===== config.mk =====
export PLATFORM = sky130hd
export DESIGN_NAME = binary_to_decimal_ascii
export DESIGN_NICKNAME = d
export VERILOG_FILES = /design/src/b2da_pkg.sv /design/src/b2da_ctrl.sv /design/src/b2da_datapath.sv /design/src/binary_to_decimal_ascii.sv
export SDC_FILE = /design/constraint.sdc
export NUM_CORES = 1
export LEC_CHECK = 0
export BUFFER_PORTS_ARGS = -buffer_cell sky130_fd_sc_hd__buf_2
export CAP_MARGIN = 20
export CORE_MARGIN = 8
export CORE_UTILIZATION = 56
export CTS_BUF_LIST = sky130_fd_sc_hd__clkbuf_16
export CTS_CLUSTER_DIAMETER = 40
export DETAILED_ROUTE_END_ITERATION = 16
export GPL_TIMING_DRIVEN = 0
export HOLD_SLACK_MARGIN = 0.03
export PLACE_DENSITY = 0.77
export SKIP_LAST_GASP = 1
export SLEW_MARGIN = 25
export SYNTH_ARGS = -nofsm -noshare
export SYNTH_HDL_FRONTEND = slang
export SYNTH_SLANG_ARGS = --single-unit

===== constraint.sdc =====
create_clock -name aclk -period 3.2 [get_ports aclk]
set_input_delay 0.32 -clock aclk [delete_from_list [all_inputs] [get_ports aclk]]
set_output_delay 0.32 -clock aclk [all_outputs]
set_load 0.02 [all_outputs]

===== src/b2da_pkg.sv =====
// Shared types and constants for the binary to decimal ASCII converter.
package b2da_pkg;

    // Width of one BCD digit.
    localparam int DIGIT_BITS = 4;

    // Character codes as they leave the datapath, six bits wide.
    localparam logic [5:0] CHAR_MINUS = 6'd45;
    localparam logic [5:0] CHAR_ZERO  = 6'd48;

    // Commands from the controller to the datapath.
    typedef struct packed {
        logic load;   // capture the input word and clear the BCD register
        logic shift;  // one double-dabble step
        logic prep;   // count the significant digits
        logic emit;   // put the next character into the output register
    } cmd_t;

    // Status from the datapath to the controller.
    typedef struct packed {
        logic out_free;    // output register can take a character this cycle
        logic final_char;  // the next character is the last one of the number
    } status_t;

endpackage


===== src/b2da_ctrl.sv =====
// Controller state machine: sequences load, conversion, digit count and emission.
module b2da_ctrl #(
    parameter int WORD_BITS = 32
) (
    input  logic              aclk,
    input  logic              aresetn,
    input  logic              in_valid,
    output logic              in_ready,
    input  b2da_pkg::status_t status,
    output b2da_pkg::cmd_t    cmd
);

    localparam int CW = $clog2(WORD_BITS);

    localparam logic [1:0] ST_IDLE = 2'd0;
    localparam logic [1:0] ST_CONV = 2'd1;
    localparam logic [1:0] ST_PREP = 2'd2;
    localparam logic [1:0] ST_EMIT = 2'd3;

    logic [1:0]    state_reg, state_next;
    logic [CW-1:0] cnt_reg, cnt_next;

    // State and bit counter registers.
    always_ff @(posedge aclk) begin
        if (!aresetn) begin
            state_reg <= ST_IDLE;
            cnt_reg   <= '0;
        end else begin
            state_reg <= state_next;
            cnt_reg   <= cnt_next;
        end
    end

    assign in_ready = (state_reg == ST_IDLE);

    // Next-state and command decode.
    always_comb begin
        state_next = state_reg;
        cnt_next   = cnt_reg;
        cmd        = '0;
        unique case (state_reg)
            ST_IDLE: begin
                if (in_valid) begin
                    cmd.load   = 1'b1;
                    cnt_next   = CW'(WORD_BITS - 1);
                    state_next = ST_CONV;
                end
            end
            ST_CONV: begin
                cmd.shift = 1'b1;
                if (cnt_reg == '0) begin
                    state_next = ST_PREP;
                end else begin
                    cnt_next = cnt_reg - 1'b1;
                end
            end
            ST_PREP: begin
                cmd.prep   = 1'b1;
                state_next = ST_EMIT;
            end
            ST_EMIT: begin
                if (status.out_free) begin
                    cmd.emit = 1'b1;
                    if (status.final_char) begin
                        state_next = ST_IDLE;
                    end
                end
            end
            default: begin
                state_next = ST_IDLE;
            end
        endcase
    end

endmodule


===== src/b2da_datapath.sv =====
// Datapath: magnitude shifter, double-dabble BCD register, digit selection
// and the output register.
module b2da_datapath #(
    parameter int WORD_BITS = 32
) (
    input  logic                 aclk,
    input  logic                 aresetn,
    input  b2da_pkg::cmd_t       cmd,
    output b2da_pkg::status_t    status,
    input  logic [WORD_BITS-1:0] in_word,
    input  logic                 in_unsigned,
    output logic                 out_valid,
    input  logic                 out_ready,
    output logic [5:0]           out_char,
    output logic                 out_last,
    output logic [3:0]           out_count
);

    // Enough decimal digits for 2^WORD_BITS - 1.
    localparam int NDIG = (WORD_BITS * 30103) / 100000 + 1;
    localparam int BW   = NDIG * b2da_pkg::DIGIT_BITS;
    localparam int IW   = $clog2(NDIG);
    localparam int TW   = $clog2(NDIG + 2);

    logic [WORD_BITS-1:0] mag_reg;
    logic [BW-1:0]        bcd_reg;
    logic                 neg_reg;
    logic                 sign_pend_reg;
    logic [IW-1:0]        idx_reg;
    logic [TW-1:0]        total_reg;
    logic                 out_valid_reg;
    logic [5:0]           out_char_reg;
    logic                 out_last_reg;
    logic [3:0]           out_count_reg;

    logic                 in_neg;
    logic [WORD_BITS-1:0] in_mag;
    logic [BW-1:0]        bcd_adj;
    logic [IW-1:0]        top_idx;
    logic [3:0]           digit_sel;
    logic [TW+3:0]        total_ext;
    logic                 out_free;

    // Sign and magnitude of the incoming word; the most negative value
    // negates to itself, which is its correct unsigned magnitude.
    assign in_neg = !in_unsigned && in_word[WORD_BITS-1];
    assign in_mag = in_neg ? (~in_word + 1'b1) : in_word;

    // Add three to every digit of five or more before the shift.
    always_comb begin
        for (int d = 0; d < NDIG; d++) begin
            if (bcd_reg[d*4 +: 4] >= 4'd5) begin
                bcd_adj[d*4 +: 4] = bcd_reg[d*4 +: 4] + 4'd3;
            end else begin
                bcd_adj[d*4 +: 4] = bcd_reg[d*4 +: 4];
            end
        end
    end

    // Position of the highest nonzero digit, zero when the value is zero.
    always_comb begin
        top_idx = '0;
        for (int d = 1; d < NDIG; d++) begin
            if (bcd_reg[d*4 +: 4] != 4'd0) begin
                top_idx = IW'(d);
            end
        end
    end

    assign digit_sel = bcd_reg[idx_reg*4 +: 4];
    assign total_ext = {4'b0000, total_reg};
    assign out_free  = !out_valid_reg || out_ready;

    assign status.out_free   = out_free;
    assign status.final_char = !sign_pend_reg && (idx_reg == '0);

    // Conversion registers.
    always_ff @(posedge aclk) begin
        if (!aresetn) begin
            sign_pend_reg <= 1'b0;
        end else if (cmd.prep) begin
            sign_pend_reg <= neg_reg;
        end else if (cmd.emit && sign_pend_reg) begin
            sign_pend_reg <= 1'b0;
        end
        if (cmd.load) begin
            mag_reg <= in_mag;
            neg_reg <= in_neg;
            bcd_reg <= '0;
        end else if (cmd.shift) begin
            mag_reg <= {mag_reg[WORD_BITS-2:0], 1'b0};
            bcd_reg <= {bcd_adj[BW-2:0], mag_reg[WORD_BITS-1]};
        end
        if (cmd.prep) begin
            idx_reg   <= top_idx;
            total_reg <= TW'(top_idx) + TW'(1) + TW'(neg_reg);
        end else if (cmd.emit && !sign_pend_reg && (idx_reg != '0)) begin
            idx_reg <= idx_reg - 1'b1;
        end
    end

    // Output register: holds one character until the receiver takes it.
    always_ff @(posedge aclk) begin
        if (!aresetn) begin
            out_valid_reg <= 1'b0;
        end else if (cmd.emit) begin
            out_valid_reg <= 1'b1;
        end else if (out_ready) begin
            out_valid_reg <= 1'b0;
        end
        if (cmd.emit) begin
            if (sign_pend_reg) begin
                out_char_reg  <= b2da_pkg::CHAR_MINUS;
                out_last_reg  <= 1'b0;
                out_count_reg <= 4'd0;
            end else begin
                out_char_reg  <= b2da_pkg::CHAR_ZERO + {2'b00, digit_sel};
                out_last_reg  <= (idx_reg == '0);
                out_count_reg <= (idx_reg == '0) ? total_ext[3:0] : 4'd0;
            end
        end
    end

    assign out_valid = out_valid_reg;
    assign out_char  = out_char_reg;
    assign out_last  = out_last_reg;
    assign out_count = out_count_reg;

endmodule


===== src/binary_to_decimal_ascii.sv =====
// Top level of the binary to decimal ASCII converter.
//
// The slave channel takes one number per transaction: s_axis_tdata carries
// the value word, s_axis_tuser says whether it is unsigned. The master
// channel returns the decimal characters, most significant first, one per
// transaction; a negative signed value starts with a minus sign. The final
// character has m_axis_tlast set and the total character count in
// m_axis_tuser; earlier characters carry a count of zero.
// One number at a time is converted. After acceptance the double-dabble
// datapath shifts one bit per cycle through all WORD_BITS bits, a prep step
// then counts the significant digits, and then one character per cycle
// enters the output register while the receiver keeps up. s_axis_tready is
// high again once the last character is in the output register, even while
// it waits to be taken. When the receiver stalls, the current character
// holds and emission pauses. Synchronous reset empties the output register
// and returns to idle.
module binary_to_decimal_ascii #(
    parameter int WORD_BITS = 32
) (
    input  logic                             aclk,
    input  logic                             aresetn,
    input  logic                             s_axis_tvalid,
    output logic                             s_axis_tready,
    // value_word in the low WORD_BITS bits, zero padding above
    input  logic [((WORD_BITS+7)/8)*8-1:0]   s_axis_tdata,
    // is_unsigned
    input  logic                             s_axis_tuser,
    output logic                             m_axis_tvalid,
    input  logic                             m_axis_tready,
    // char_code in bits 5:0, zero in bits 7:6
    output logic [7:0]                       m_axis_tdata,
    output logic                             m_axis_tlast,
    // char_count
    output logic [3:0]                       m_axis_tuser
);

    b2da_pkg::cmd_t    cmd;
    b2da_pkg::status_t status;
    logic [5:0]        char_code;

    b2da_ctrl #(
        .WORD_BITS(WORD_BITS)
    ) u_ctrl (
        .aclk     (aclk),
        .aresetn  (aresetn),
        .in_valid (s_axis_tvalid),
        .in_ready (s_axis_tready),
        .status   (status),
        .cmd      (cmd)
    );

    b2da_datapath #(
        .WORD_BITS(WORD_BITS)
    ) u_datapath (
        .aclk        (aclk),
        .aresetn     (aresetn),
        .cmd         (cmd),
        .status      (status),
        .in_word     (s_axis_tdata[WORD_BITS-1:0]),
        .in_unsigned (s_axis_tuser),
        .out_valid   (m_axis_tvalid),
        .out_ready   (m_axis_tready),
        .out_char    (char_code),
        .out_last    (m_axis_tlast),
        .out_count   (m_axis_tuser)
    );

    assign m_axis_tdata = {2'b00, char_code};

endmodule


After elaboration in Yosys (flattened, before gate mapping)
Cells that the tools add are included.
{"block": "word_totals", "reg_bits": 101, "in_bits": 37, "output_inout_bits": 15, "elab_cells": 121}
{"block": "op_classes", "n_addsub": 16, "magnitude_cmp": 10, "n_eq_ne": 8, "n_shift": 1, "mux": 42, "bitwise": 2, "reduce_logical": 30}
{"op": "2-to-1 mux 32 bit", "n": 3}
{"op": "2-to-1 mux 4 bit", "n": 13}
{"op": "greater-or-equal comparator 4 x 3 -> 1 bit, second input constant", "n": 10}
{"op": "nonzero test 4 bit", "n": 10}
{"op": "variable part select 40 x 7 -> 4 bit", "n": 1}
{"op": "adder 4 x 2 -> 4 bit, second input constant", "n": 9}
{"op": "adder 32 x 1 -> 32 bit, second input constant", "n": 1}
{"op": "NOT 32 bit", "n": 1}
{"op": "2-to-1 mux 3 bit", "n": 5}
{"op": "2-to-1 mux 2 bit", "n": 6}
{"op": "2-to-1 mux 1 bit", "n": 11}
{"op": "2-to-1 mux 5 bit", "n": 2}
{"op": "case mux 5 bit (2 select lines)", "n": 1}
{"op": "nonzero test 2 bit", "n": 5}
{"op": "case mux 2 bit (4 select lines)", "n": 1}
{"op": "adder 5 x 5 -> 6 bit, first input constant", "n": 1}
{"op": "!= test 2 bit, second input constant", "n": 3}
{"op": "logical AND 1 bit", "n": 5}
{"op": "logical NOT 5 bit", "n": 1}
{"op": "subtractor 5 x 1 -> 5 bit, second input constant", "n": 1}
{"op": "adder 4 x 1 -> 4 bit", "n": 1}
{"op": "adder 4 x 1 -> 4 bit, second input constant", "n": 1}
{"op": "== test 2 bit, second input constant", "n": 2}
{"op": "logical NOT 4 bit", "n": 1}
{"op": "11 further kinds", "n": 14}

Depth between registers and ports, before layout
{"block": "depth", "ltp_word": 12, "depth_mapped": 10, "ltp_nobuf": 10}

By module
From an unflattened synthesis, not the netlist that was laid out.
{"block": "hier_totals", "hier_cells": 648, "area_unflattened_um2": 6117.1}
{"mod": "b2da_datapath", "n_inst": 1, "cells_per_inst": 591, "area_per_inst_um2": 5640.4, "seq_area_each_um2": 2372.3}
{"mod": "b2da_ctrl", "n_inst": 1, "cells_per_inst": 54, "area_per_inst_um2": 457.9, "seq_area_each_um2": 140.1}
{"mod": "binary_to_decimal_ascii", "n_inst": 1, "cells_per_inst": 3, "area_per_inst_um2": 18.8, "seq_area_each_um2": 0.0}

Least setup slack after synthesis
No wires, ideal clock.
{"block": "synth_timing", "path_kind": "flip-flop to flip-flop", "start": "register u_datapath.bcd_reg[20]", "end": "register u_datapath.total_reg[2], data pin", "setup_ps": 262, "arrival_time_ps": 2178, "t_required_ps": 2938, "slack_ps": 760, "stages_incl_launch_ff": 11, "n_path_buf": 0, "period_less_slack_ps": 2440, "path_cell_list": "dfxtp_1 inv_1 ha_1 or3b_2 a2111oi_0 o21ai_0 a31oi_1 ha_1 inv_1 ha_1 xnor2_1"}
{"block": "synth_via", "elab_chain_cells": 8}
{"item": "from (decl)", "line": "b2da_datapath.sv:26", "rtl": "logic [BW-1:0] bcd_reg;"}
{"item": "from (signal assigned)", "line": "b2da_datapath.sv:92", "rtl": "bcd_reg <= {bcd_adj[BW-2:0], mag_reg[WORD_BITS-1]};"}
{"item": "nonzero test 4 bit", "line": "b2da_datapath.sv:64", "rtl": "if (bcd_reg[d*4 +: 4] != 4'd0) begin"}
{"item": "2-to-1 mux 3 bit (3 in series)", "line": "b2da_datapath.sv:64"}
{"item": "2-to-1 mux 4 bit (2 in series)", "line": "b2da_datapath.sv:64"}
{"item": "adder 4 x 1 -> 4 bit (2 in series)", "line": "b2da_datapath.sv:96", "rtl": "total_reg <= TW'(top_idx) + TW'(1) + TW'(neg_reg);"}
{"item": "to (signal assigned)", "line": "b2da_datapath.sv:96"}
{"item": "to (decl)", "line": "b2da_datapath.sv:30", "rtl": "logic [TW-1:0] total_reg;"}
Every way passes these cells.
A chain may end at the register's enable or synchronous reset.

Worst setup path in the final report
Ends and elaborated chain as after synthesis.

==> metrics <==
status finished clean; clock sink count 100; leak pwr approximately 2.6 nW; Routed WL roughly 14 mm; Max Freq ~0.34 GHz; critical path arrival 3.03 ns; global route total overflow 0; Critical Path Source Type flip-flop; Routability Congestion 0.895; clk buf depth 2; Initial Util a little under three fifths; Yosys reg bits 100; Tcrit/Tclk final about nine tenths; vias in the first global route a little under 5000; ratio of cells with drive above 1 in the final layout between 10% and 20%; H-tree depth 3; Yosys cell types 54; setup TNS 0 ns; synth warn 0; Slew Viols, Final 0; CP endpoint kind flip-flop; CP required 3.30 ns; Worst-Margin Slew just under 0.9 ns; Hold EP u_ctrl.cnt_reg[0]$_SDFFE_PN0P_; antenna diode instance count 0; first drt pass iteration count 5; max reg flops 40; worst flop-to-flop path endpoint u_datapath.total_reg[2]$_DFFE_PP_; CP dominant cell by count ha_1; Max Cap Viol 0; clock slew at reported path FFs roughly 0.07 ns; clk_lat worst skew about 0.35 ns; all-layer global routing usage about 20%; critical path class reg2reg; cells along the critical path inv_1, ha_1, or3b_2, a2111oi_0, o21ai_0, a31oi_1, ha_1, inv_1, ha_1, xnor2_1; Hold Path Cell Cnt 2; crit-path max FO 5; Synth Cell Area roughly 6100 sq um; via count between 5000 and 6000; VDD IR max ~0.55 mV; DP HPWL around 11 mm; Area Growth Syn to Fin 11.5%; R2R setup slack between 0.2 and 0.3 ns; Hold Buf Count CTS 0; Vias/cell slightly below 6; CP peak stage delay between 0.4 and 0.5 ns; EDFF count, synth 51; first-pass GRT wire length about 23 mm; worst r2r src u_datapath.bcd_reg[20]$_SDFFE_PP0P_; PostCTS Resize Cnt 0; Power Density 666 nW/um^2; Worst R2R Path Depth 10; sequential-to-total area share from yosys stat between 40% and 50%; worst rel slew slack about two fifths; Worst path slowest cell or3b_2; DRC Markers 0; initial antenna violation count 0; TritonCTS clock tree yes; syn avg cell area 9.34 sq um; die area between 10000 and 15000 sq um; Post-CTS Setup Bufs 0; final hold vios 0; DIE HEIGHT around 120 microns; PortBufs 48; num ports 52; RSZ-0062 raised after global routing no; core box area about 11000 sq um; total CTS buffers 9; Layout Skew 0.00742 ns; Clock Root Buffer clkbuf_16; WL/cell around 17 microns; nets 788; Routed Antenna Nets 0; std cell rows 38; Synth Flop Type edfxtp_1; Worst Hold Launch aresetn; Hold Crit Class in2reg; hold_ws 0.250 ns; Synth Instances 656; chip width 121 microns; fin util between 60% and 70%; post-layout min period between 2 and 3 ns; starting DRC count in detailed routing approximately 530; asr flop ratio synth 0%; final number of setup-violating endpoints 0; largest net degree at the start of global routing 33
==> worst max-delay path by stage <==
stage,startpoint,depth (start not counted),slack (ns),to
floorplan,u_datapath.bcd_reg[20]$_SDFFE_PP0P_,10,0.76,u_datapath.total_reg[2]$_DFFE_PP_
finish,u_datapath.bcd_reg[20]$_SDFFE_PP0P_,10,0.27,u_datapath.total_reg[2]$_DFFE_PP_
CTS,u_datapath.bcd_reg[20]$_SDFFE_PP0P_,10,0.35,u_datapath.total_reg[2]$_DFFE_PP_
global route,u_datapath.bcd_reg[20]$_SDFFE_PP0P_,10,0.19,u_datapath.total_reg[2]$_DFFE_PP_
detailed placement,u_datapath.bcd_reg[20]$_SDFFE_PP0P_,10,0.34,u_datapath.total_reg[2]$_DFFE_PP_
global placement,u_ctrl.state_reg[1]$_SDFFE_PN0P_,5,0.15,u_datapath.mag_reg[10]$_DFFE_PP_
==> area by class of cell <==
class	instances	area, sq um
plain buffers	32	140
clock inverters	7	57.6
repair buffers	48	240
fillers	896	3920
clock buffers	9	225
inverters	41	154
multi-input cells	484	3320
well taps	140	175
flip-flops and latches	100	2510
==> stage by stage <==
| stage | instance area, sq um | power, mW | setup WS (ns) | std cells |
|---|---|---|---|---|
| 6_report | 6830 | 4.55 | 0.275 | 861 |
| 4_1_cts | 6830 | 4.56 | 0.353 | 861 |
| 3_5_place_dp | 6550 | 3.52 | 0.344 | 845 |
| 2_1_floorplan | 6130 | 3.05 | 0.760 | 657 |
| 3_3_place_gp | 6540 | 3.44 | 0.152 | 845 |
| 5_1_grt | 6830 | 4.82 | 0.195 | 861 |
==> report_power, final <==
part	internal [mW]	leakage (nW)	switching, mW	total (mW)
combinational	0.521	1.60	1.01	1.53
clock	0.537	0.129	0.506	1.04
sequential	1.83	0.886	0.141	1.97
==> worst max-delay path: cells and delay by family, from the launching register on <==
| family | cells | cell delay [ns] |
|---|---|---|
| DFF | 1 | 0.35 |
| xor gates and xnor gates | 1 | 0.12 |
| AOI/OAI and AO/OA | 3 | 0.94 |
| and+or+nand+nor | 1 | 0.49 |
| buffers and inverters | 2 | 0.15 |
| adders and majority gates | 3 | 0.62 |
==> Yosys cell counts, drive strengths merged (3+ instances only) <==
cell type	n	area share, %
nand3	24	2.0
clkbuf	23	1.4
or3	6	0.78
o21ai	63	5.1
and2	5	0.51
edfxtp	51	25
a21o	11	1.3
inv	40	2.5
xor2	25	3.6
o31ai	11	1.9
or4	4	0.61
a31oi	8	0.82
dfxtp	49	16
nand2b	34	3.5
xnor2	28	4.0
or3b	3	0.43
nor4	5	0.61
mux2i	20	3.3
mux4	8	2.9
nand2	65	4.0
buf	9	0.88
a21oi	45	3.7
o211ai	9	1.1
ha	35	7.2
nor3	9	0.74
nor2	35	2.1
o41ai	3	0.55
nor3b	5	0.61
==> placed cells by master, fill, tap and decap left out, types with 5 or more instances in the layout <==
master / Yosys / layout
nand2b_1: 34 / 33
inv_1: 40 / 40
ha_1: 35 / 35
nor2_1: 35 / 35
nand2_1: 65 / 65
clkbuf_16: 0 / 9
o21ai_1: 17 / 17
o211ai_1: 9 / 9
clkbuf_1: 23 / 23
nand3_1: 24 / 24
a21o_1: 11 / 11
nor3_1: 9 / 9
mux4_2: 8 / 8
o21ai_0: 46 / 46
dfxtp_1: 49 / 49
nor3b_1: 5 / 5
xor2_1: 25 / 25
a21oi_1: 45 / 45
edfxtp_1: 51 / 51
mux2i_1: 20 / 20
xnor2_1: 28 / 28
o31ai_2: 7 / 7
buf_2: 1 / 49
and2_1: 5 / 5
a31oi_1: 8 / 8
==> per-layer routing <==
layer	part of all wire [%]	wire length, microns	track usage, %
met1	42	6020	23.5
met2	49	7000	33.9
met3	7.1	1010	5.31
met4	1.9	271	7.73
met5	0	0	0
==> logic make-up (layout without fill, tap and decap cells) <==
group	count (synthesis)	count (layout)	synth area share, %
flops	100	100	41.0
simple gates	205	205	17.0
other cells	2	3	0.123
fa+ha+maj	35	35	7.15
xor+xnor	53	53	7.58
compound gates	158	158	15.7
buf+inv	73	137	4.80
mux	30	30	6.58
(Power assumes the default switching activity.)
